==> src/sv/qed_ram.sv <==
// Generic single-write, single-read RAM with registered read data.
`timescale 1ns / 1ps

module qed_ram #(
    parameter int WIDTH = 32,
    parameter int DEPTH = 128,
    localparam int AW = (DEPTH > 1) ? $clog2(DEPTH) : 1
) (
    input  logic             clk,
    input  logic             we,
    input  logic [AW-1:0]    waddr,
    input  logic [WIDTH-1:0] wdata,
    input  logic             re,
    input  logic [AW-1:0]    raddr,
    output logic [WIDTH-1:0] rdata
);

    logic [WIDTH-1:0] mem [DEPTH];

    always_ff @(posedge clk)
    begin
        if (we)
        begin
            mem[waddr] <= wdata;
        end
        if (re)
        begin
            rdata <= mem[raddr];
        end
    end

endmodule

==> config.mk <==
export PLATFORM = sky130hd
export DESIGN_NAME = qed_ram
export DESIGN_NICKNAME = d
export VERILOG_FILES = /design/src/sv/qed_ram.sv
export SDC_FILE = /design/constraint.sdc
export NUM_CORES = 2
export LEC_CHECK = 0
export BUFFER_PORTS_ARGS = -buffer_cell sky130_fd_sc_hd__clkbuf_2
export CORE_MARGIN = 4
export CORE_UTILIZATION = 55
export CTS_BUF_LIST = sky130_fd_sc_hd__clkbuf_4 sky130_fd_sc_hd__clkbuf_8 sky130_fd_sc_hd__clkbuf_16
export DETAILED_ROUTE_END_ITERATION = 8
export GPL_TIMING_DRIVEN = 1
export PLACE_DENSITY = 0.82
export SLEW_MARGIN = 40
export SYNTH_ARGS = -nofsm -noshare
export SYNTH_HDL_FRONTEND = slang
export SYNTH_SLANG_ARGS = --single-unit
==> constraint.sdc <==
create_clock -name clk -period 6 [get_ports clk]
set_input_delay 0.9 -clock clk [delete_from_list [all_inputs] [get_ports clk]]
set_output_delay 0.9 -clock clk [all_outputs]
set_load 0.1 [all_outputs]
* Yosys cells after proc, flatten, opt, wreduce, memory -nomap -nowiden *
Memories as Yosys holds them, arrays and structs flattened. A register that Yosys moved wholly into a read port is not among the register bits.
Cells that the tools add are included.

word-level totals
  flip-flop bits (word level) = 0
  latch bits = 0
  memory bits (writable) = 4096
  memory bits (read-only) = 0
  logic and storage cells = 3
  memories = 1

operators by class
  $add $sub $neg = 0
  multiply operators = 0
  divide/modulo/power cells = 0
  $lt $le $gt $ge = 0
  equal/unequal tests = 0
  shift-type cells = 0
  muxes and demuxes = 2
  bitwise operators = 0
  reductions and logical operators = 0

memories
  name  words  width  read ports  clocked after memory_dff  write ports  line  RTL
  mem   128    32     1           1                         1            18    logic [WIDTH-1:0] mem [DEPTH];

operators by type and width
  kind     count
  $mux W1  2

* Longest topological paths before layout *
  depth after elaboration = 2
  gate-level depth with buffers = 8
  gate-level depth less buffers = 4

* Worst setup path after synthesis *
Ideal clock, no wire load.

  kind = input port to flip-flop
  start point = in we
  end point = mem mem[98][0], enable pin
  setup time = 0.461 ns
  data arrival time = 3.678 ns
  required time = 5.539 ns
  slack = 1.861 ns
  stages = 3
  cells stage by stage = clkbuf_1 nand4_1 nor3_1

between the ends
  longest elaborated chain between the ends = 2

RTL lines
  item                           line  RTL
  start, declared                10    input logic we,
  $mux W1                        22    if (we)
  $mux W1 (not written as such)  24    mem[waddr] <= wdata;
  end, declared                  18

Every way passes these cells.

==> out/qor.yml <==
final_layout:
  drive_gt1_share_pct: 37.5
  multi_input_area_um2: 32400
  final.fill_count: 16350
  area_growth_syn_to_layout_pct: 13.8
  finalNonFillerCells: 10578
  nets: 6532
  layout.area.seq_um2: 124000
  fin_util_pct: 63.0
worst_setup_path:
  reg2regPathDepth: 4
  reg2reg_from: "mem[16][22]$_DFFE_PP_"
  cp.required_ps: 6680
  r2r-end: "rdata[22]$_DFFE_PP_"
  end_kind: "flip-flop"
  r2r_setup_slack_ps: 2900
  crit_type: "in -> reg"
  cp-start-kind: "input pin"
  cp_max_fo: 76
  arrival_ps: 4580
cts:
  cts_resized: 0
  path_clk_slew_ps: 70
  cts-root-buf: "clkbuf_16"
  ctsHoldBuffers: 0
  clock_sinks: 4128
  cts_buffers: 378
  post_cts_buffers: 0
  cts_tree: "done"
  htree_levels: 5
  clock_path_buffers: 4
  insertion_delay_ps: 950
synth:
  synth_area_leaders: "edfxtp_1, mux4_2, clkbuf_1, nor2_1, buf_2"
  ys_warn_count: 0
  synth_top_cell_by_area: "edfxtp_1"
  avgSynthCellArea_um2: 26.1
  synth_nets: 6039
  syn_area_um2: 157000
  ys_types: 16
  ys_seq_area_share_pct: 79.2
  synth_top_area_share_pct: 79.2
  netlist_instances: 5990
  synth-seq-cells: 4128
place:
  pre_cts_slack_ps: 1470
  place_inst: 9811
  hpwl_um: 263000
  port-buffer-count: 80
  gp_congestion: 0.906
routing:
  via_count: 82755
  ant_nets: 0
  totalWireLength_um: 533000
  avgViaCountPerCell: 7.82
  drc: 0
  drt_iter0_drc: 18665
  first_pass_iters: 7
  wl_per_cell_um: 50.4
timing:
  fin_ws_ps: 2100
  fmax_ghz: 0.256
  hold_viol_final: 0
  setup_viol: 0
  worst_clock_skew_ps: 51.4
  slew_headroom_pct: 24.4
  max_slew.worst_pin.slew_ps: 1130
  setup_tns_ps: 0
  finalCriticalPeriod_ps: 3900
  slew_violations: 0
  fin_crit_sh_pct: 65.0
  rsz0062_at_grt: "false"
global_routing:
  gr-total-overflow: 0
  grt_pass1_wl_um: 703000
  gr-usage-all-layers_pct: 35.3
  grt_max_degree: 113
  grt_pass1_vias: 79115
  antenna_found_initial: 105
worst_hold_path:
  min_path_cells: 1
  hp-start: "wdata[14]"
  worstHoldEndpoint: "mem[103][14]$_DFFE_PP_"
  min_path_type: "in -> reg"
power:
  power_uw: 61300
  ir_drop_uv: 264
  pwr_density_cell_nw_per_um2: 344
  leakagePower_uw: 0.0548
floorplanning:
  die_x_um: 542
  design.core.area_um2: 283000
  die-area_um2: 293000
  start_util_pct: 55.4
  rows: 195
  die_h_um: 542
  boundaryPins: 81
outcome:
  outcome: "finished, final reports clean"
job:
  maxCapViolations: 0
cell type report:
class	count	area share [%]
tap	3743	2.63
sequential	4128	69.5
antenna	52	0.0730
clock inverter	237	1.36
multi-input combinational	1546	18.2
timing repair buffer	429	2.60
clock buffer	443	5.63
Yosys cell counts (all sizes together):
| cell | count |
|---|---|
| nand3 | 12 |
| buf | 134 |
| edfxtp | 4128 |
| nand2 | 14 |
| or3 | 1 |
| mux2 | 32 |
| nor2 | 122 |
| clkbuf | 182 |
| nand4 | 3 |
| mux4 | 1344 |
| nor2b | 7 |
| nand2b | 2 |
| nor3 | 9 |
registers in the layout, indices dropped and copies added, names as in the netlist:
| name | flops |
|---|---|
| mem | 4096 |
| rdata | 32 |
cell families after synthesis:
logic type | count (synthesis) | share of synthesized area [%]
buffers and inverters | 316 | 0.837
and+or+nand+nor | 170 | 0.445
DFF | 4128 | 79.2
muxes | 1376 | 19.6
how the worst max path moves through the flow:
stage	from	to	slack, ps	depth (start not counted)
final	raddr[2]	rdata[1]$_DFFE_PP_	2100	7
after global routing	raddr[0]	rdata[26]$_DFFE_PP_	2100	6
after CTS	waddr[0]	mem[22][26]$_DFFE_PP_	2250	5
after detailed placement	raddr[0]	rdata[26]$_DFFE_PP_	1470	6
after global placement	raddr[0]	rdata[29]$_DFFE_PP_	1510	6
after floorplan	we	mem[98][0]$_DFFE_PP_	1860	3
cell usage in the layout, fill, tap and decap left out, drive strengths merged:
| cell type | instances |
|---|---|
| nor3 | 9 |
| nand4 | 3 |
| nand3 | 12 |
| or3 | 1 |
| buf | 385 |
| nor2 | 122 |
| clkinv | 159 |
| mux2 | 32 |
| edfxtp | 4128 |
| mux4 | 1344 |
| clkbuf | 487 |
| nand2b | 2 |
| nand2 | 14 |
| nor2b | 7 |
| inv | 12 |
| clkinvlp | 22 |
| diode | 52 |
| bufinv | 44 |
per-stage QoR:
stage / hold slack [ps] / cell area, um^2
after CTS: 306 / 177000
final: 334 / 178000
after floorplan: 999 / 157000
after global placement: 1190 / 164000
after global routing: 347 / 178000
after detailed placement: 1220 / 165000
report_power, final:
group / internal [uW] / leakage [uW] / switching (uW)
Sequential: 31900 / 0.0371 / 150
Clock: 13900 / 0.00614 / 11700
Combinational: 1200 / 0.0115 / 2440
Total: 47000 / 0.0548 / 14300
worst max-delay path, stage by stage:
cell	delay, ps
buf_8	480
buf_12	500
buf_12	370
mux4_2	380
mux4_2	530
mux4_2	750
mux2_2	450
metal layers:
metal,part of all wire (%),routed length (um),global-route usage (%)
met2,46,247000,53.9
met5,0.13,703,0.0329
met4,8.8,47100,22.0
met3,17,91000,12.8
met1,28,147000,43.4
No activity file was read; power rests on OpenSTA's default activity.
