**config.mk**
```make
export PLATFORM = sky130hd
export DESIGN_NAME = qed_track_flat
export DESIGN_NICKNAME = d
export VERILOG_FILES = /design/src/sv/qed_pkg.sv /design/src/sv/qed_sample_if.sv /design/src/sv/qed_track.sv /design/src/flat_wrapper.sv
export SDC_FILE = /design/constraint.sdc
export NUM_CORES = 1
export LEC_CHECK = 0
export BUFFER_PORTS_ARGS = -buffer_cell sky130_fd_sc_hd__buf_2
export CORE_MARGIN = 3
export CORE_UTILIZATION = 59
export DETAILED_ROUTE_END_ITERATION = 7
export PLACE_DENSITY_LB_ADDON = 0.3
export SYNTH_ARGS = -nofsm -noshare
export SYNTH_HDL_FRONTEND = slang
export SYNTH_SLANG_ARGS = --single-unit
```
**constraint.sdc**
```tcl
create_clock -name clk -period 6.26 [get_ports clk]
set_clock_uncertainty 0.05 [all_clocks]
set_input_delay 1.252 -clock clk [delete_from_list [all_inputs] [get_ports clk]]
set_output_delay 1.252 -clock clk [all_outputs]
set_load 0.01 [all_outputs]
```
**src/sv/qed_pkg.sv**
```systemverilog
// Package: shared types, widths and constants of the quadrature encoder decoder.
`timescale 1ns / 1ps

package qed_pkg;

    localparam int ENCODER_COUNT = 16;
    localparam int TIME_SAMPLES  = 8;

    localparam int ENC_IDX_W   = 4;
    localparam int TIME_W      = 32;
    localparam int DIR_W       = 2;
    localparam int LEVEL_W     = 3;
    localparam int LIMIT_W     = 16;
    localparam int CFG_INDEX_W = 8;
    localparam int PHASE_W     = 2;

    localparam int ENC_W     = (ENCODER_COUNT > 1) ? $clog2(ENCODER_COUNT) : 1;
    localparam int HEAD_W    = $clog2(TIME_SAMPLES);
    localparam int RAM_DEPTH = ENCODER_COUNT * TIME_SAMPLES;
    localparam int RAM_AW    = $clog2(RAM_DEPTH);

    typedef logic [PHASE_W-1:0]       phase_t;
    typedef logic signed [DIR_W-1:0]  dir_t;
    typedef logic [LEVEL_W-1:0]       level_t;
    typedef logic [LIMIT_W-1:0]       limit_t;
    typedef logic [TIME_W-1:0]        time_t;
    typedef logic [ENC_IDX_W-1:0]     enc_t;
    typedef logic [HEAD_W-1:0]        head_t;
    typedef logic [RAM_AW-1:0]        ram_addr_t;

    localparam dir_t DIR_NONE = 2'sb00;
    localparam dir_t DIR_POS  = 2'sb01;
    localparam dir_t DIR_NEG  = 2'sb11;

    localparam level_t LEVEL_FASTEST = 3'd4;
    localparam level_t LEVEL_FAST    = 3'd3;
    localparam level_t LEVEL_MEDIUM  = 3'd2;
    localparam level_t LEVEL_SLOW    = 3'd1;
    localparam level_t LEVEL_STILL   = 3'd0;

    typedef enum logic [CFG_INDEX_W-1:0] {
        CFG_FASTEST_LIMIT = 8'd0,
        CFG_FAST_LIMIT    = 8'd1,
        CFG_MEDIUM_LIMIT  = 8'd2,
        CFG_SLOW_LIMIT    = 8'd3
    } cfg_index_t;

    localparam limit_t FASTEST_LIMIT_RESET = 16'd5;
    localparam limit_t FAST_LIMIT_RESET    = 16'd15;
    localparam limit_t MEDIUM_LIMIT_RESET  = 16'd28;
    localparam limit_t SLOW_LIMIT_RESET    = 16'd120;

    // last three raw steps, h0 newest
    typedef struct packed {
        dir_t h2;
        dir_t h1;
        dir_t h0;
    } hist_t;

    // step handed from the tracking stage to the speed stage
    typedef struct packed {
        enc_t  enc;
        dir_t  dir;
        time_t now;
        logic  back_valid;
    } step_t;

    // step-time RAM access
    typedef struct packed {
        logic      we;
        ram_addr_t waddr;
        time_t     wdata;
        logic      re;
        ram_addr_t raddr;
    } ram_req_t;

endpackage

```
**src/sv/qed_sample_if.sv**
```systemverilog
// Interface: encoder sample channel.
`timescale 1ns / 1ps

interface qed_sample_if import qed_pkg::*; ();
    logic  valid;
    logic  ready;
    enc_t  encoder_index;
    logic  phase_a;
    logic  phase_b;
    time_t now_ms;

    modport source (output valid, output encoder_index, output phase_a, output phase_b,
                    output now_ms, input ready);
    modport sink (input valid, input encoder_index, input phase_a, input phase_b,
                  input now_ms, output ready);
endinterface

```
**src/sv/qed_track.sv**
```systemverilog
// Tracking stage: input register, per-encoder phase, direction filter and ring head.
`timescale 1ns / 1ps

module qed_track import qed_pkg::*; (
    input  logic         clk,
    input  logic         rst_n,
    qed_sample_if.sink   samples,
    input  logic         step_ready,
    output logic         step_valid,
    output step_t        step,
    output ram_req_t     ram
);

    logic   s1_valid_reg;
    enc_t   s1_enc_reg;
    phase_t s1_phase_reg;
    time_t  s1_now_reg;

    phase_t phase_reg [ENCODER_COUNT];
    hist_t  hist_reg  [ENCODER_COUNT];
    head_t  head_reg  [ENCODER_COUNT];
    logic [RAM_DEPTH-1:0] ring_valid_reg;

    logic [ENC_W-1:0] enc_idx;
    logic   in_range;
    phase_t prev;
    phase_t plus1;
    phase_t minus1;
    dir_t   raw;
    dir_t   dir;
    hist_t  hist;
    hist_t  hist_next;
    head_t  head;
    head_t  head_next;
    head_t  back;
    logic   is_step;
    logic   s1_done;

    function automatic ram_addr_t slot_addr(input logic [ENC_W-1:0] e, input head_t slot);
        return RAM_AW'(e) * RAM_AW'(TIME_SAMPLES) + RAM_AW'(slot);
    endfunction

    always_comb
    begin
        enc_idx  = ENC_W'(s1_enc_reg);
        in_range = int'(s1_enc_reg) < ENCODER_COUNT;
        prev     = phase_reg[enc_idx];
        plus1    = s1_phase_reg + 2'd1;
        minus1   = s1_phase_reg + 2'd3;

        if (plus1 == prev)
        begin
            raw = DIR_POS;
        end
        else if (minus1 == prev)
        begin
            raw = DIR_NEG;
        end
        else
        begin
            raw = DIR_NONE;
        end

        // hold the history when the step repeats all three, else shift it in
        hist = hist_reg[enc_idx];
        if (raw == hist.h0 && raw == hist.h1 && raw == hist.h2)
        begin
            hist_next = hist;
        end
        else
        begin
            hist_next = '{h2: hist.h1, h1: hist.h0, h0: raw};
        end
        dir = (raw == hist.h0 && hist.h0 == hist.h1) ? raw : DIR_NONE;

        head      = head_reg[enc_idx];
        head_next = (head == HEAD_W'(TIME_SAMPLES - 1)) ? '0 : head + HEAD_W'(1);
        back      = (head >= HEAD_W'(2)) ? head - HEAD_W'(2)
                                         : head + HEAD_W'(TIME_SAMPLES - 2);

        is_step    = s1_valid_reg && in_range && (raw != DIR_NONE);
        step_valid = is_step && (dir != DIR_NONE);
        s1_done    = s1_valid_reg && (step_ready || !step_valid);

        ram.we    = is_step && s1_done;
        ram.waddr = slot_addr(enc_idx, head);
        ram.wdata = s1_now_reg;
        ram.re    = step_valid && s1_done;
        ram.raddr = slot_addr(enc_idx, back);

        step.enc        = s1_enc_reg;
        step.dir        = dir;
        step.now        = s1_now_reg;
        step.back_valid = ring_valid_reg[ram.raddr];
    end

    assign samples.ready = !s1_valid_reg || s1_done;

    always_ff @(posedge clk or negedge rst_n)
    begin
        if (!rst_n)
        begin
            s1_valid_reg   <= 1'b0;
            ring_valid_reg <= '0;
            for (int i = 0; i < ENCODER_COUNT; i++)
            begin
                phase_reg[i] <= '0;
                hist_reg[i]  <= '0;
                head_reg[i]  <= '0;
            end
        end
        else
        begin
            if (samples.ready)
            begin
                s1_valid_reg <= samples.valid;
            end
            if (s1_done && in_range)
            begin
                phase_reg[enc_idx] <= s1_phase_reg;
            end
            if (is_step && s1_done)
            begin
                hist_reg[enc_idx]         <= hist_next;
                head_reg[enc_idx]         <= head_next;
                ring_valid_reg[ram.waddr] <= 1'b1;
            end
        end
    end

    // phase code: A only is 3, both is 2, B only is 1
    always_ff @(posedge clk)
    begin
        if (samples.valid && samples.ready)
        begin
            s1_enc_reg   <= samples.encoder_index;
            s1_phase_reg <= {samples.phase_a, samples.phase_a ^ samples.phase_b};
            s1_now_reg   <= samples.now_ms;
        end
    end

    a_read_with_write: assert property (@(posedge clk) disable iff (!rst_n)
        ram.re |-> ram.we)
        else $error("step-time read without the matching write");

    a_read_other_slot: assert property (@(posedge clk) disable iff (!rst_n)
        ram.re |-> ram.raddr != ram.waddr)
        else $error("step-time read and write hit the same slot");

    a_step_from_input: assert property (@(posedge clk) disable iff (!rst_n)
        step_valid |-> s1_valid_reg)
        else $error("step offered with no sample in the input register");

endmodule

```
**src/flat_wrapper.sv**
```systemverilog
// flat-port wrapper written by rule: the top's interface ports become plain ports
module qed_track_flat import qed_pkg::*;
  (clk, rst_n, step_ready, step_valid, step, ram, samples_valid, samples_encoder_index, samples_phase_a, samples_phase_b, samples_now_ms, samples_ready);
  qed_sample_if samples_i ();
  input  logic clk;
  input  logic rst_n;
  input  logic step_ready;
  output logic step_valid;
  output step_t step;
  output ram_req_t ram;
  input wire logic [$bits(samples_i.valid)-1:0] samples_valid;
  input wire logic [$bits(samples_i.encoder_index)-1:0] samples_encoder_index;
  input wire logic [$bits(samples_i.phase_a)-1:0] samples_phase_a;
  input wire logic [$bits(samples_i.phase_b)-1:0] samples_phase_b;
  input wire logic [$bits(samples_i.now_ms)-1:0] samples_now_ms;
  output wire logic [$bits(samples_i.ready)-1:0] samples_ready;
  assign samples_i.valid = samples_valid;
  assign samples_i.encoder_index = samples_encoder_index;
  assign samples_i.phase_a = samples_phase_a;
  assign samples_i.phase_b = samples_phase_b;
  assign samples_i.now_ms = samples_now_ms;
  assign samples_ready = samples_i.ready;
  qed_track u_core (.clk(clk), .rst_n(rst_n), .samples(samples_i), .step_ready(step_ready), .step_valid(step_valid), .step(step), .ram(ram));
endmodule
```
### Word-level counts from Yosys, hierarchy flattened

Cells that the tools add are included.

* output and inout port bits: 89
* bits in registers: 343
* input bits: 42
* word-level logic and storage cells: 153

* $add $sub $neg: 7
* order comparisons: 6
* equality and inequality tests: 7
* reductions and logical operators: 17
* bitwise operators: 3
* multiplexer cells: 28

Operators by type and width (number)
* OR 128 bit: 1
* bitwise mux 96 bit: 1
* bitwise mux 48 bit: 1
* bitwise mux 32 bit: 1
* binary-select mux 6 bit (select 4 bit): 1
* demux 6 bit (select 4 bit): 1
* two-way mux 6 bit: 4
* less-than comparator 7 x 8 -> 1 bit, second input constant: 2
* two-way mux 3 bit: 5
* adder 7 x 3 -> 7 bit: 2
* binary-select mux 3 bit (select 4 bit): 1
* demux 3 bit (select 4 bit): 1
* equality test 2 bit: 6
* two-way mux 2 bit: 6
* logical AND 1 bit: 11
* binary-select mux 2 bit (select 4 bit): 1
* demux 2 bit (select 4 bit): 1
* binary-select mux 1 bit (select 7 bit): 1
* demux 1 bit (select 7 bit): 1
* >= comparator 7 x 1 -> 1 bit, second input constant: 1
* >= comparator 5 bit, second input constant: 1
* less-than comparator 5 x 1 -> 1 bit, second input constant: 1
* inverter 4 -> 5 bit: 1
* nonzero test 2 bit: 2
* other kinds (11): 14

### Depth between registers and ports, before layout

* depth in word-level cells: 17
* mapped depth: 17
* gate-level depth less buffers: 11

### Worst setup path after synthesis

OpenSTA, ideal clock, no wires.

* kind: register to output
* start: register u_core.s1_enc_reg[0] (netlist: u_core.enc_idx[0])
* end: output port step[0] (netlist name)
* stages on the path, launching flop included: 15
* data required time: 4.958 ns
* buffers on the path: 5
* setup slack: 0.329 ns
* arrival time: 4.629 ns
* path through: edfxtp_1 -> buf_6 -> buf_2 -> buf_4 -> buf_1 -> mux4_2 -> mux4_2 -> inv_1 -> ha_1 -> inv_1 -> clkbuf_1 -> mux4_2 -> o211ai_1 -> o22ai_1 -> a2111oi_0

RTL lines
* start, declared: RTL line qed_track.sv:15 `enc_t s1_enc_reg;`
* start signal, assigned: RTL line qed_track.sv:136 `s1_enc_reg <= samples.encoder_index;`
* end, declared: RTL line flat_wrapper.sv:9 `output step_t step;`

==> metrics <==
LEAKAGE 8.23 nW; global-route wire length before repair ~52 mm; maximum clock insertion buffer count 3; synth top area cells dfrtp_1 48%, edfxtp_1 8.0%, mux2_2 7.8%; top-area cell type share of the netlist area 48.1%; die width between 150 and 200 um; post-synthesis sequential area ratio about 56%; Die Span Y between 150 and 200 um; yosys synthesis warning count 0; Core Region about 24000 um2; cts hold-fix bufs 0; most frequent cells after synthesis 273 x dfrtp_1, 128 x a21o_1, 99 x mux2_2, 73 x mux2i_1, 53 x buf_4; clock root cell clkbuf_16; RSZ-0062 raised after global routing no; min setup slack post-route 336 ps; critical path required time 4960 ps; Period minus WS final roughly 5900 ps; Top Ports around 130; Arr. time, crit path roughly 4600 ps; vias in the first global route between 9000 and 10000; CTS Buf Count 35; FF+latch count, synth slightly above 300; Ant. Diodes 0; IO Port Bufs 130; M1 wire length 13.9 mm; post-CTS setup buffers 0; critical path type flip-flop to output pin; Top FF cell, synth dfrtp_1; initial DRC count between 700 and 800; via count 8687; Setup Viol. Count Final 0; antenna violations before repair 1; Routed WL per cell 23.0 um; Sink Count between 300 and 400; peak supply drop 0.254 mV; design area about 16000 um2; most frequent cell after synthesis dfrtp_1; count of different cell masters after synthesis 51; max reg flops approximately 130; Min-Delay Path Class flip-flop to flip-flop; area of the multi-input gates between 5000 and 6000 um2; Final ANT Viol Nets 0; grt total ovfl 0; gp weighted congestion around 0.83; row cnt 56; EDFF count, synth 38; asr flop ratio synth 87.8%; metal2 WL 16.4 mm; met3 WL roughly 1.7 mm; drt pass-1 iters 5; Hold Violations, Final 0; Mapped Area 14200 um2; setup TNS 0 ps; worst skew pair latency 510 ps; max_cap viols 0; Placed Instance Area roughly 15000 um2; Worst slew margin a little over a quarter; largest net degree at the start of global routing ~140; layout cells sized above 1 between 30% and 40%; fin crit share a little over nine tenths; fmax roughly 0.17 GHz; # DRC 0; GR Util All Layers around a quarter; Die ar. ~26000 um2; via/cell ratio 6.12; CTS tree yes; HPWL Detailed about 21 mm; initial core utilization about 60%; Layout Nets approximately 1100; Cells after Synth 1013; Critical Path Fanout Max 11; routed wire length roughly 33 mm; Post-Syn Nets 1061; total area of sequential cells ~8000 um2; CTS H-Tree Depth 2; P per Cell Area 421 nW/um2; startpoint types flip-flop; Filler cells roughly 1700; average size of a mapped cell about 14 um2; Worst R2R Setup Slack ~1100 ps; clk slew on worst S/H paths 60 ps; max-slew violations 0; worst-margin pin slew 1100 ps; top layer used by detailed routing met5; crit path capture type output pin; pre-CTS setup slack between 700 and 800 ps; post-cts resize count 0; status completed; largest area contributor in the netlist dfrtp_1; Syn-to-layout area delta 11.2%
path summary, 6_finish.rpt:
kind	cells after the start	endpoint	startpoint
min in group asynchronous	1	u_core.ring_valid_reg[64]	rst_n
worst max register to register	10	u_core.hist_reg[87]	u_core.enc_idx[0]
worst min register to register	1	u_core.ring_valid_reg[122]	u_core.ring_valid_reg[122]
worst max-delay path	12	step[0]	u_core.enc_idx[0]
max in group asynchronous	2	u_core.phase_reg[1]	rst_n
worst min-delay path	1	u_core.ring_valid_reg[122]	u_core.ring_valid_reg[122]
placed cells by master (no fill, tap or decap), types with 6 or more instances in the layout:
cell type  synthesis  routed
dfrtp_1          273     273
buf_2             10     129
a21o_1           128     128
mux2_2            99      99
mux2i_1           73      73
mux4_2            48      48
edfxtp_1          38      38
clkbuf_16          0      37
nor2_1            29      29
nand2_1           26      26
o21ai_0           22      22
o31ai_1           16      16
buf_4             53      14
nand3_1           11      11
or2_2             11      11
clkbuf_1          28      11
or2_1              9       9
nor2_4             8       8
nor2_2             8       8
mux2_4             8       8
inv_1              7       7
nand2b_1           6       6
nor2b_1           10       6
and2_1             6       6
mux2_1             6       6
ha_1               6       6
clkbuf_8           0       6
through the flow:
step	total power, mW	instances	util [%]	hold WS, ps
after floorplan	4.16	1013	-	373
after global placement	4.58	1360	62.3	383
after detailed placement	4.65	1360	62.3	390
after CTS	6.69	1420	67.1	402
after global routing	6.98	1420	67.1	416
final	6.65	1420	67.1	400
critical path: stages, from the launching register on:
cell and delay, ps:
edfxtp_1 660, mux4_2 560, mux4_2 540, inv_1 110
ha_1 330, inv_1 430, mux4_2 560, mux2_2 270
nand2_1 70, o211ai_1 100, o22ai_1 200, a2111oi_1 110
buf_2 160
cells by family (layout without fill, tap and decap cells):
logic type	count (synthesis)	after routing	synth area share [%]
compound gates	192	192	9.89
xor+xnor	4	4	0.432
fa+ha+maj	6	6	0.528
buf+inv	126	214	5.61
flops	311	311	56.1
mux	234	234	21.9
simple gates	140	140	5.50
power breakdown:
part,internal (mW),switching [mW]
clock,1.23,0.783
combinational,0.842,0.900
sequential,2.59,0.300
cell type report:
type                            instances  share of cell area [%]
Inverter                                7                   0.166
Clock inverter                          6                   0.499
Clock buffer                           54                    6.64
Multi-Input combinational cell        576                    34.5
Sequential cell                       311                    50.4
Timing Repair Buffer                  147                    5.17
Tap cell                              319                    2.53
layer usage:
metal | global-route usage (%) | vias up
met5 | 0 | -
met4 | 7.16 | 2
met3 | 3.98 | 53
met2 | 42.4 | 249
met1 | 36.1 | 4616
li1 | - | 3767
No activity file was read; power rests on OpenSTA's default activity.
