--- src/sv/qed_pkg.sv ---
// Package: shared types, widths and constants of the quadrature encoder decoder.
`timescale 1ns / 1ps

package qed_pkg;

    localparam int ENCODER_COUNT = 16;
    localparam int TIME_SAMPLES  = 8;

    localparam int ENC_IDX_W   = 4;
    localparam int TIME_W      = 32;
    localparam int DIR_W       = 2;
    localparam int LEVEL_W     = 3;
    localparam int LIMIT_W     = 16;
    localparam int CFG_INDEX_W = 8;
    localparam int PHASE_W     = 2;

    localparam int ENC_W     = (ENCODER_COUNT > 1) ? $clog2(ENCODER_COUNT) : 1;
    localparam int HEAD_W    = $clog2(TIME_SAMPLES);
    localparam int RAM_DEPTH = ENCODER_COUNT * TIME_SAMPLES;
    localparam int RAM_AW    = $clog2(RAM_DEPTH);

    typedef logic [PHASE_W-1:0]       phase_t;
    typedef logic signed [DIR_W-1:0]  dir_t;
    typedef logic [LEVEL_W-1:0]       level_t;
    typedef logic [LIMIT_W-1:0]       limit_t;
    typedef logic [TIME_W-1:0]        time_t;
    typedef logic [ENC_IDX_W-1:0]     enc_t;
    typedef logic [HEAD_W-1:0]        head_t;
    typedef logic [RAM_AW-1:0]        ram_addr_t;

    localparam dir_t DIR_NONE = 2'sb00;
    localparam dir_t DIR_POS  = 2'sb01;
    localparam dir_t DIR_NEG  = 2'sb11;

    localparam level_t LEVEL_FASTEST = 3'd4;
    localparam level_t LEVEL_FAST    = 3'd3;
    localparam level_t LEVEL_MEDIUM  = 3'd2;
    localparam level_t LEVEL_SLOW    = 3'd1;
    localparam level_t LEVEL_STILL   = 3'd0;

    typedef enum logic [CFG_INDEX_W-1:0] {
        CFG_FASTEST_LIMIT = 8'd0,
        CFG_FAST_LIMIT    = 8'd1,
        CFG_MEDIUM_LIMIT  = 8'd2,
        CFG_SLOW_LIMIT    = 8'd3
    } cfg_index_t;

    localparam limit_t FASTEST_LIMIT_RESET = 16'd5;
    localparam limit_t FAST_LIMIT_RESET    = 16'd15;
    localparam limit_t MEDIUM_LIMIT_RESET  = 16'd28;
    localparam limit_t SLOW_LIMIT_RESET    = 16'd120;

    // last three raw steps, h0 newest
    typedef struct packed {
        dir_t h2;
        dir_t h1;
        dir_t h0;
    } hist_t;

    // step handed from the tracking stage to the speed stage
    typedef struct packed {
        enc_t  enc;
        dir_t  dir;
        time_t now;
        logic  back_valid;
    } step_t;

    // step-time RAM access
    typedef struct packed {
        logic      we;
        ram_addr_t waddr;
        time_t     wdata;
        logic      re;
        ram_addr_t raddr;
    } ram_req_t;

endpackage

--- src/sv/qed_event_if.sv ---
// Interface: encoder movement event channel.
`timescale 1ns / 1ps

interface qed_event_if import qed_pkg::*; ();
    logic   valid;
    logic   ready;
    enc_t   which_encoder;
    dir_t   direction;
    level_t speed_level;

    modport source (output valid, output which_encoder, output direction,
                    output speed_level, input ready);
    modport sink (input valid, input which_encoder, input direction,
                  input speed_level, output ready);
endinterface

--- src/sv/qed_cfg_if.sv ---
// Interface: configuration register write channel.
`timescale 1ns / 1ps

interface qed_cfg_if import qed_pkg::*; ();
    logic                   valid;
    logic                   ready;
    logic [CFG_INDEX_W-1:0] index;
    limit_t                 data;

    modport source (output valid, output index, output data, input ready);
    modport sink (input valid, input index, input data, output ready);
endinterface

--- src/sv/qed_speed.sv ---
// Speed stage: limit registers, interval classing and the event output register.
`timescale 1ns / 1ps

module qed_speed import qed_pkg::*; (
    input  logic         clk,
    input  logic         rst_n,
    qed_cfg_if.sink      cfg,
    input  logic         step_valid,
    input  step_t        step,
    output logic         step_ready,
    input  time_t        rdata,
    qed_event_if.source  events
);

    limit_t fastest_limit_reg;
    limit_t fast_limit_reg;
    limit_t medium_limit_reg;
    limit_t slow_limit_reg;

    logic   s2_valid_reg;
    step_t  s2_reg;
    logic   out_valid_reg;
    enc_t   out_enc_reg;
    dir_t   out_dir_reg;
    level_t out_level_reg;

    logic   out_free;
    time_t  back_time;
    time_t  delta;
    level_t level;

    assign cfg.ready = 1'b1;

    always_ff @(posedge clk or negedge rst_n)
    begin
        if (!rst_n)
        begin
            fastest_limit_reg <= FASTEST_LIMIT_RESET;
            fast_limit_reg    <= FAST_LIMIT_RESET;
            medium_limit_reg  <= MEDIUM_LIMIT_RESET;
            slow_limit_reg    <= SLOW_LIMIT_RESET;
        end
        else if (cfg.valid)
        begin
            case (cfg.index)
                CFG_FASTEST_LIMIT: fastest_limit_reg <= cfg.data;
                CFG_FAST_LIMIT:    fast_limit_reg    <= cfg.data;
                CFG_MEDIUM_LIMIT:  medium_limit_reg  <= cfg.data;
                CFG_SLOW_LIMIT:    slow_limit_reg    <= cfg.data;
                default:           ;
            endcase
        end
    end

    assign out_free   = !out_valid_reg || events.ready;
    assign step_ready = !s2_valid_reg || out_free;

    // a slot never written reads as time zero
    always_comb
    begin
        back_time = s2_reg.back_valid ? rdata : '0;
        delta     = s2_reg.now - back_time;
        if (delta < TIME_W'(fastest_limit_reg))
        begin
            level = LEVEL_FASTEST;
        end
        else if (delta < TIME_W'(fast_limit_reg))
        begin
            level = LEVEL_FAST;
        end
        else if (delta < TIME_W'(medium_limit_reg))
        begin
            level = LEVEL_MEDIUM;
        end
        else if (delta < TIME_W'(slow_limit_reg))
        begin
            level = LEVEL_SLOW;
        end
        else
        begin
            level = LEVEL_STILL;
        end
    end

    always_ff @(posedge clk or negedge rst_n)
    begin
        if (!rst_n)
        begin
            s2_valid_reg  <= 1'b0;
            out_valid_reg <= 1'b0;
        end
        else
        begin
            if (step_ready)
            begin
                s2_valid_reg <= step_valid;
            end
            if (out_free)
            begin
                out_valid_reg <= s2_valid_reg;
            end
        end
    end

    always_ff @(posedge clk)
    begin
        if (step_valid && step_ready)
        begin
            s2_reg <= step;
        end
        if (s2_valid_reg && out_free)
        begin
            out_enc_reg   <= s2_reg.enc;
            out_dir_reg   <= s2_reg.dir;
            out_level_reg <= level;
        end
    end

    assign events.valid         = out_valid_reg;
    assign events.which_encoder = out_enc_reg;
    assign events.direction     = out_dir_reg;
    assign events.speed_level   = out_level_reg;

    a_dir_nonzero: assert property (@(posedge clk) disable iff (!rst_n)
        out_valid_reg |-> (out_dir_reg == DIR_POS || out_dir_reg == DIR_NEG))
        else $error("event word with no direction");

    a_level_range: assert property (@(posedge clk) disable iff (!rst_n)
        out_valid_reg |-> out_level_reg <= LEVEL_FASTEST)
        else $error("speed level out of range");

    a_held_step: assert property (@(posedge clk) disable iff (!rst_n)
        s2_valid_reg && !out_free |=> $stable(rdata) && $stable(s2_reg))
        else $error("held step or its ring read changed while stalled");

endmodule

--- src/flat_wrapper.sv ---
// flat-port wrapper written by rule: the top's interface ports become plain ports
module qed_speed_flat import qed_pkg::*;
  (clk, rst_n, step_valid, step, step_ready, rdata, cfg_valid, cfg_index, cfg_data, cfg_ready, events_valid, events_which_encoder, events_direction, events_speed_level, events_ready);
  qed_cfg_if cfg_i ();
  qed_event_if events_i ();
  input  logic clk;
  input  logic rst_n;
  input  logic step_valid;
  input  step_t step;
  output logic step_ready;
  input  time_t rdata;
  input wire logic [$bits(cfg_i.valid)-1:0] cfg_valid;
  input wire logic [$bits(cfg_i.index)-1:0] cfg_index;
  input wire logic [$bits(cfg_i.data)-1:0] cfg_data;
  output wire logic [$bits(cfg_i.ready)-1:0] cfg_ready;
  output wire logic [$bits(events_i.valid)-1:0] events_valid;
  output wire logic [$bits(events_i.which_encoder)-1:0] events_which_encoder;
  output wire logic [$bits(events_i.direction)-1:0] events_direction;
  output wire logic [$bits(events_i.speed_level)-1:0] events_speed_level;
  input wire logic [$bits(events_i.ready)-1:0] events_ready;
  assign cfg_i.valid = cfg_valid;
  assign cfg_i.index = cfg_index;
  assign cfg_i.data = cfg_data;
  assign cfg_ready = cfg_i.ready;
  assign events_valid = events_i.valid;
  assign events_which_encoder = events_i.which_encoder;
  assign events_direction = events_i.direction;
  assign events_speed_level = events_i.speed_level;
  assign events_i.ready = events_ready;
  qed_speed u_core (.clk(clk), .rst_n(rst_n), .cfg(cfg_i), .step_valid(step_valid), .step(step), .step_ready(step_ready), .rdata(rdata), .events(events_i));
endmodule
--- config.mk ---
export PLATFORM = sky130hd
export DESIGN_NAME = qed_speed_flat
export DESIGN_NICKNAME = d
export VERILOG_FILES = /design/src/sv/qed_pkg.sv /design/src/sv/qed_event_if.sv /design/src/sv/qed_cfg_if.sv /design/src/sv/qed_speed.sv /design/src/flat_wrapper.sv
export SDC_FILE = /design/constraint.sdc
export NUM_CORES = 1
export LEC_CHECK = 0
export BUFFER_PORTS_ARGS = -buffer_cell sky130_fd_sc_hd__buf_2
export CELL_PAD_IN_SITES_DETAIL_PLACEMENT = 2
export CELL_PAD_IN_SITES_GLOBAL_PLACEMENT = 2
export CORE_MARGIN = 3
export CORE_UTILIZATION = 37
export DETAILED_ROUTE_END_ITERATION = 8
export PLACE_DENSITY = 0.91
export SLEW_MARGIN = 10
export SYNTH_ARGS = -nofsm -noshare
export SYNTH_HDL_FRONTEND = slang
export SYNTH_SLANG_ARGS = --single-unit
--- constraint.sdc ---
create_clock -name clk -period 4.82 [get_ports clk]
set_input_delay 0.723 -clock clk [delete_from_list [all_inputs] [get_ports clk]]
set_output_delay 0.723 -clock clk [all_outputs]
set_load 0.01 [all_outputs]
### Word-level counts from Yosys, hierarchy flattened

Cells that the tools add are included.

| storage, ports and cells | value |
|---|---|
| register bits after elaboration | 114 |
| latch bits | 0 |
| memory bits (writable) | 0 |
| ROM bits | 0 |
| bits of input ports | 100 |
| output and inout port bits | 12 |
| logic and storage cells | 36 |
| memories kept | 0 |

| cells by class | value |
|---|---|
| add/subtract/negate cells | 1 |
| multipliers | 0 |
| div/mod/pow operators | 0 |
| magnitude comparators | 4 |
| equal/unequal tests | 3 |
| shifts and indexed selects | 0 |
| muxes and demuxes | 4 |
| bitwise gates (word level) | 0 |
| reductions and logical operators | 11 |

Operators with widths:

| cell | count |
|---|---|
| < comparator 32 x 16 -> 1 bit | 4 |
| two-way mux 32 bit | 1 |
| subtractor 32 bit | 1 |
| == test 8 x 2 -> 1 bit (second input constant) | 2 |
| == test 8 x 1 -> 1 bit (second input constant) | 1 |
| logical NOT 8 bit | 1 |
| AND reduction 2 bit | 4 |
| two-way mux 3 bit | 2 |
| logical AND 1 bit | 2 |
| logical NOT 1 bit | 2 |
| logical OR 1 bit | 2 |
| two-way mux 1 bit | 1 |

### Depth between registers and ports, before layout

Gate-level depths: netlist of run 1.

| logic depth | value |
|---|---|
| depth in word-level cells | 6 |
| gate-level depth with buffers | 18 |
| mapped depth without buffers | 17 |

### Worst setup path after synthesis of run 1

OpenSTA, ideal clock, no wires.

| timing path | value |
|---|---|
| path type | input to register |
| start | in rdata[0] |
| end | reg u_core.out_level_reg[0] (netlist: u_core.events.speed_level[0]), data pin |
| library setup time | 0.262 ns |
| data arrival time | 3.748 ns |
| setup slack | 0.809 ns |
| cell stages on the path | 16 |
| cells stage by stage | and2_1 -> ha_1 -> fa_1 -> nand2b_1 -> a21oi_1 -> nor2_1 -> o21ai_0 -> a31oi_1 -> xnor2_1 -> ha_1 -> a21o_1 -> a21oi_1 -> nor2_1 -> o311a_2 -> o21ai_0 -> nor4_1 |

| on the way | value |
|---|---|
| cells in the longest elaborated chain, start to end | 6 |

Ends and longest elaborated chain:

| element | RTL line | source |
|---|---|---|
| start, declared | flat_wrapper.sv:11 | `input time_t rdata;` |
| two-way mux 32 bit (*) | qed_speed.sv:61 | `back_time = s2_reg.back_valid ? rdata : '0;` |
| subtractor 32 bit (*) | qed_speed.sv:62 | `delta = s2_reg.now - back_time;` |
| < comparator 32 x 16 -> 1 bit | qed_speed.sv:75 | `else if (delta < TIME_W'(slow_limit_reg))` |
| two-way mux 1 bit | qed_speed.sv:75 |  |
| two-way mux 3 bit | qed_speed.sv:71 | `else if (delta < TIME_W'(medium_limit_reg))` |
| two-way mux 3 bit | qed_speed.sv:67 | `else if (delta < TIME_W'(fast_limit_reg))` |
| end signal, assigned | qed_speed.sv:115 | `out_level_reg <= level;` |
| end, declared | qed_speed.sv:25 | `level_t out_level_reg;` |

Every way passes the cells marked *; elsewhere a longest branch is shown, timed or not.
A chain may end at the register's enable or synchronous reset.

### Worst setup path after layout of run 1

| timing path | value |
|---|---|
| start | reg u_core.s2_reg[0] in the netlist's numbering |
| end | reg u_core.out_level_reg[0] (netlist: u_core.events.speed_level[0]), data pin |

| on the way | value |
|---|---|
| cells in the longest elaborated chain, start to end | 6 |

Ends and longest elaborated chain:

| element | RTL line | source |
|---|---|---|
| start, declared | qed_speed.sv:21 | `step_t s2_reg;` |
| start signal, assigned | qed_speed.sv:109 | `s2_reg <= step;` |
| two-way mux 32 bit (*) | qed_speed.sv:61 |  |
| subtractor 32 bit (*) | qed_speed.sv:62 |  |
| < comparator 32 x 16 -> 1 bit | qed_speed.sv:75 |  |
| two-way mux 1 bit | qed_speed.sv:75 |  |
| two-way mux 3 bit | qed_speed.sv:71 |  |
| two-way mux 3 bit | qed_speed.sv:67 |  |

Marks and branches as above.

==> flow_metrics.py, run 1 <==
metrics = {
    "outcome": {
        "status": "finished, final reports clean",
    },
    "timing": {
        "setup-violations-final": 0,
        "relSlewSlack_pct": 23.3,
        "period_needed_ps": 4470,
        "worstMarginPinSlew_ps": 1150,
        "hold_viol_final": 0,
        "holdWs_ps": 320,
        "min_period_over_period_pct": 92.7,
        "tns_ps": 0,
        "fmax_ghz": 0.224,
        "finClkSkew_ps": 9.39,
        "slew_viol_final": 0,
    },
    "floorplanning": {
        "core_sq_um": 19900,
        "io_pins": 112,
        "initial_core_util_pct": 38.4,
        "die_h_um": 150,
        "num_rows": 51,
        "die-area_sq_um": 22400,
        "fp.dieW_um": 150,
    },
    "power_and_ir_drop": {
        "p_per_area_nw_per_um2": 366,
        "ir_worst_vdd_mv": 0.281,
        "power_leakage_nw": 4.05,
    },
    "logic_synthesis": {
        "synth-xor-area-share_pct": 2.52,
        "yosys.area.top_type": "edfxtp_1",
        "yosys.area_share.simple_pct": 11.6,
        "synth_top_area_share_pct": 18.8,
        "async_reset_ff_share_pct": 57.9,
        "synth_cell_types": 70,
        "synth_top_family_by_area": "compound AO/OA/AOI/OAI gates",
        "syn_inst": 753,
        "ys_top_cells_by_area": "edfxtp_1, dfrtp_1, ha_1, mux2_2, dfstp_2",
        "synth_compound_area_share_pct": 17.3,
        "synth_seq_cells": 114,
        "synth_area_per_cell_sq_um": 10.2,
        "yosys_warnings": 0,
        "synth_nets": 947,
        "yosys_most_used_dff": "dfrtp_1",
        "synth.mux.area_fraction_pct": 7.21,
        "synth_edf_count": 48,
        "yosysSeqAreaShare_pct": 40.6,
        "synth_adder_area_share_pct": 15.5,
        "netlist_area_sq_um": 7650,
    },
    "global_route": {
        "grt-ovfl-total": 0,
        "grt_max_degree": 40,
        "grt.total_usage_pct": 25.5,
        "grt_pass1_wl_um": 43600,
        "grt_pass1_vias": 7626,
        "grt_antenna_before_repair": 3,
    },
    "setup_path": {
        "crit_type": "reg -> reg",
        "crit_path_max_fanout": 10,
        "worst_ep_required_time_ps": 5090,
        "path_cells": "buf_4 -> nand2_1 -> ha_2 -> nand2_1 -> nor2b_1 -> o21ai_2 -> nand2_1 -> xor2_1 -> ha_1 -> a21o_1 -> a21o_1 -> a21oi_1 -> nor2_1 -> a211oi_1 -> o311a_2 -> o21ai_0 -> nor4_1",
        "max_stage_delay_ps": 520,
        "critPathTopFamily": "compound AO/OA/AOI/OAI gates",
        "crit_slowest_cell": "edfxtp_1",
        "crit_top_cell": "nand2_1",
        "cp_num_buf_inv": 1,
        "arrival_ps": 4730,
        "start_kind": "register",
        "cp-end-kind": "register",
    },
    "routing": {
        "antenna_left": 0,
        "detail_route.drc_violations": 0,
        "vias": 6562,
        "detail_route.wl_per_cell_um": 24.5,
        "initialDrtViolationCount": 349,
        "routed_wl_um": 28100,
        "avgViaCountPerCell": 5.73,
        "first_pass_iters": 7,
    },
    "clocking": {
        "numCtsBuffers": 17,
        "clk_pin_slew_worst_paths_ps": 60,
        "cts_tree": "done",
        "clock-sinks": 114,
        "clock_latency_ps": 450,
        "cts_max_level": 4,
        "root_buffer": "clkbuf_16",
        "cts_buffer_depth": 2,
    },
    "placed_design": {
        "place_congestion": 0.843,
        "port_buffers": 110,
        "dp_hpwl_um": 19600,
        "placed_cell_area_sq_um": 8450,
    },
    "layout": {
        "num-nets-final": 1061,
        "final_area_sq_um": 9070,
        "syn_to_final_growth_pct": 18.5,
        "diodes": 0,
        "drive_above_1_share_pct": 26.5,
        "largest_reg_flops": 39,
    },
    "flow_run": {
        "max_cap_violations": 0,
    },
    "worst_hold_path": {
        "hold_class": "in -> async",
    },
}
-- logic make-up after synthesis --
group,after synthesis
AOI/OAI and AO/OA,196
and+or+nand+nor,182
DFF,114
buffers and inverters,95
adders and majority gates,94
muxes,49
xor gates and xnor gates,22
other,1
-- cell usage in the layout, fill, tap and decap left out, drive strengths merged, types with 4 or more instances in the layout --
| cell type | n |
|---|---|
| o21ai | 51 |
| a21o | 25 |
| nor4 | 9 |
| dfstp | 13 |
| nand3 | 8 |
| o211ai | 7 |
| nand2 | 77 |
| xnor2 | 11 |
| o21bai | 4 |
| xor2 | 11 |
| dfrtp | 53 |
| nand4 | 16 |
| mux2 | 49 |
| and2 | 5 |
| ha | 93 |
| a31oi | 7 |
| a211o | 4 |
| edfxtp | 48 |
| nor3 | 9 |
| clkbuf | 21 |
| clkinv | 7 |
| o21a | 11 |
| a21boi | 6 |
| inv | 77 |
| a21oi | 47 |
| buf | 116 |
| nor2 | 29 |
| a211oi | 9 |
| nand2b | 10 |
-- cell usage after synthesis (all sizes together), types with 8 or more instances --
| master | number |
|---|---|
| dfstp | 13 |
| nand2 | 77 |
| buf | 10 |
| nand2b | 10 |
| nor3 | 9 |
| nand4 | 16 |
| dfrtp | 53 |
| o21a | 11 |
| xor2 | 11 |
| nor2 | 29 |
| a211oi | 9 |
| xnor2 | 11 |
| o21ai | 51 |
| mux2 | 49 |
| nand3 | 8 |
| a21oi | 47 |
| edfxtp | 48 |
| clkbuf | 11 |
| a21o | 25 |
| nor4 | 9 |
| inv | 74 |
| ha | 93 |
-- where the power goes --
| group | internal [W] | total [W] | switching [W] | leakage [nW] |
|---|---|---|---|---|
| combinational | 0.000360 | 0.000937 | 0.000577 | 2.50 |
| sequential | 0.00108 | 0.00111 | 0.0000294 | 1.26 |
| clock | 0.000754 | 0.00127 | 0.000513 | 0.287 |
| total | 0.00220 | 0.00332 | 0.00112 | 4.05 |
-- per-stage QoR --
stage,cells,utilization (%),setup slack (ps),power (W)
floorplan,753,-,809,0.00169
global placement,1112,42.5,403,0.00191
detailed placement,1112,42.5,233,0.00199
CTS,1144,45.3,34.8,0.00332
global route,1145,45.5,-38.6,0.00348
finish,1145,45.5,353,0.00332
-- layer usage --
layer,wire length (um),vias to the layer above,track usage (%)
met1,11600,3318,30.7
li1,-,2977,-
met5,33,-,0
met3,1380,61,5.97
met4,930,6,10.1
met2,14100,200,44.1
-- repair_timing --
item,CTS,global route
resized for setup,0,8
hold buffers,0,0
hold endpoints to repair,0,0
endpoints found under the setup margin,0,2
buffers inserted,0,1
-- cell type report --
class,instances,area (sq um)
Tap cell,265,332
Multi-Input combinational cell,544,4180
Clock inverter,11,101
Timing Repair Buffer,116,596
Sequential cell,114,3110
Inverter,74,278
Clock buffer,21,472
Fill cell,2112,10800
-- worst paths after layout --
path | cells past startpoint | start | endpoint | slack, ps
worst max register to register | 17 | u_core.s2_reg[0] | u_core.events.speed_level[0] | 350
worst max-delay path | 17 | u_core.s2_reg[0] | u_core.events.speed_level[0] | 350
min in group clk | 0 | u_core.s2_reg[34] | u_core.events.direction[1] | 430
max in group asynchronous | 2 | rst_n | u_core.medium_limit_reg[13] | 3530
worst min-delay path | 1 | rst_n | u_core.events.valid | 320
worst min register to register | 0 | u_core.s2_reg[34] | u_core.events.direction[1] | 430
Power figures use the tool's default switching activity.
==> run 2: changes to the inputs <==
==> constraint.sdc (replaced) <==
create_clock -name clk -period 4.82 [get_ports clk]
set_input_delay 0.964 -clock clk [delete_from_list [all_inputs] [get_ports clk]]
set_output_delay 0.964 -clock clk [all_outputs]
set_load 0.01 [all_outputs]
==> flow_metrics.py, run 2 (synthesis results as in run 1) <==
metrics = {
    "global_route": {
        "grt_max_degree": 53,
        "grt_pass1_vias": 7649,
        "grt_antenna_before_repair": 2,
        "grt-ovfl-total": 0,
        "grt_pass1_wl_um": 43700,
        "grt.total_usage_pct": 25.5,
    },
    "setup_path": {
        "crit_type": "in -> reg",
        "r2r_end": "u_core.events.speed_level[0]",
        "critPathTopFamily": "compound AO/OA/AOI/OAI gates",
        "max_stage_delay_ps": 460,
        "r2r_slack_ps": 370,
        "worst_ep_required_time_ps": 5070,
        "cp-end-kind": "register",
        "crit_path_max_fanout": 4,
        "start_kind": "input pin",
        "crit_slowest_cell": "fa_1",
        "arrival_ps": 4750,
        "reg2regPathDepth": 18,
        "r2r_start": "u_core.s2_reg[0]",
        "path_cells": "buf_2 -> and2_1 -> ha_1 -> fa_1 -> nand2b_1 -> a21oi_1 -> nor2_1 -> o21ai_1 -> a31oi_1 -> xnor2_1 -> buf_4 -> ha_1 -> a21o_1 -> a21oi_1 -> nor2_1 -> a211oi_1 -> o311a_2 -> o21ai_0 -> nor4_1",
        "cp_num_buf_inv": 2,
    },
    "layout": {
        "fin_util_pct": 45.7,
        "final_common_cell": "buf_2",
        "mostFrequentLayoutCells": "buf_2, ha_1, nand2_1, inv_1, dfrtp_1",
        "num-nets-final": 1063,
        "drive_above_1_share_pct": 26.5,
        "largest_reg_flops": 39,
        "syn_to_final_growth_pct": 19.0,
        "fillerInstances": 2119,
    },
    "clocking": {
        "root_buffer": "clkbuf_16",
        "cts_buffer_depth": 2,
        "cts_tree": "done",
        "cts_max_level": 4,
        "clock_latency_ps": 430,
        "clk_pin_slew_worst_paths_ps": 60,
        "clock-sinks": 114,
        "numCtsBuffers": 17,
        "cts_hold_buf": 0,
    },
    "flow_run": {
        "max_cap_violations": 0,
    },
    "timing": {
        "finClkSkew_ps": 7.05,
        "setup-violations-final": 0,
        "holdWs_ps": 425,
        "hold_viol_final": 0,
        "worstMarginPinSlew_ps": 1080,
        "layout_setup_ws_ps": 323,
        "min_period_over_period_pct": 93.3,
        "period_needed_ps": 4500,
        "relSlewSlack_pct": 27.6,
        "slew_viol_final": 0,
        "rsz0062_at_grt": "no",
        "fmax_ghz": 0.222,
        "tns_ps": 0,
    },
    "placed_design": {
        "place_worst_setup_slack_ps": 7.24,
        "dp_hpwl_um": 19800,
        "place_congestion": 0.870,
        "port_buffers": 110,
    },
    "power_and_ir_drop": {
        "p_total_w": 0.00337,
        "power_leakage_nw": 4.07,
        "ir_worst_vdd_mv": 0.274,
        "p_per_area_nw_per_um2": 370,
    },
    "routing": {
        "detail_route.wl_per_cell_um": 24.1,
        "initialDrtViolationCount": 338,
        "antenna_left": 0,
        "vias": 6593,
        "routed_wl_um": 27600,
        "detail_route.drc_violations": 0,
        "avgViaCountPerCell": 5.74,
        "first_pass_iters": 5,
    },
    "floorplanning": {
        "core_sq_um": 19900,
        "num_rows": 51,
        "io_pins": 112,
        "fp.dieW_um": 150,
        "initial_core_util_pct": 38.4,
        "die_h_um": 150,
        "die-area_sq_um": 22400,
    },
    "outcome": {
        "status": "finished, final reports clean",
    },
    "worst_hold_path": {
        "hold_class": "in -> async",
    },
}
==> run 2: worst max path at each step <==
stage,startpoint,endpoint,slack (ps),cells after the start
after global placement,rdata[0],u_core.events.speed_level[0],240,18
after CTS,rdata[0],u_core.events.speed_level[0],240,19
after global routing,u_core.s2_reg[0],u_core.events.speed_level[1],30,19
after detailed placement,rdata[0],u_core.events.speed_level[0],7,19
final,rdata[0],u_core.events.speed_level[0],320,19
after floorplan,rdata[0],u_core.events.speed_level[0],570,16
==> run 2: power breakdown <==
part | switching [W] | internal, W
clock | 0.000523 | 0.000793
sequential | 0.0000288 | 0.00108
combinational | 0.000575 | 0.000368
==> run 2: repair_timing <==
| action | in CTS | in global routing |
|---|---|---|
| resized for setup | 0 | 6 |
| setup endpoints to repair | 0 | 2 |
| setup buffers | 0 | 1 |
==> run 2: area by class of cell <==
class / instances / area [sq um] / share of cell area, %
multi-input combinational: 544 / 4170 / 45.8
sequential: 114 / 3110 / 34.1
timing repair buffer: 118 / 614 / 6.75
clock buffer: 20 / 489 / 5.37
tap: 265 / 332 / 3.64
inverter: 74 / 278 / 3.05
clock inverter: 12 / 115 / 1.26
antenna: 1 / 2.50 / 0.0275
==> run 2: stage by stage <==
step / cells / instance area (sq um)
4_1_cts: 1146 / 9070
5_1_grt: 1147 / 9100
3_5_place_dp: 1114 / 8470
3_3_place_gp: 1114 / 8470
2_1_floorplan: 753 / 7650
6_report: 1148 / 9110
==> run 2: worst reg2reg max path: stages, from the launching register on <==
cell,delay (ps)
edfxtp_1,530
and2_1,220
ha_1,230
fa_1,460
nand2b_1,230
a21oi_1,230
nor2_1,120
o21ai_1,290
a31oi_1,190
xnor2_1,170
buf_4,170
ha_1,300
a21o_1,170
a21oi_1,180
nor2_1,70
a211oi_1,250
o311a_2,210
o21ai_0,80
nor4_1,180
==> run 2: per-layer routing <==
layer / global-route usage, % / part of all wire [%] / vias to the layer above
met4: 10.9 / 3.8 / 4
li1: - / - / 2980
met2: 45.2 / 51 / 212
met5: 0 / 0.11 / -
met3: 5.54 / 4.7 / 80
met1: 29.7 / 40 / 3317
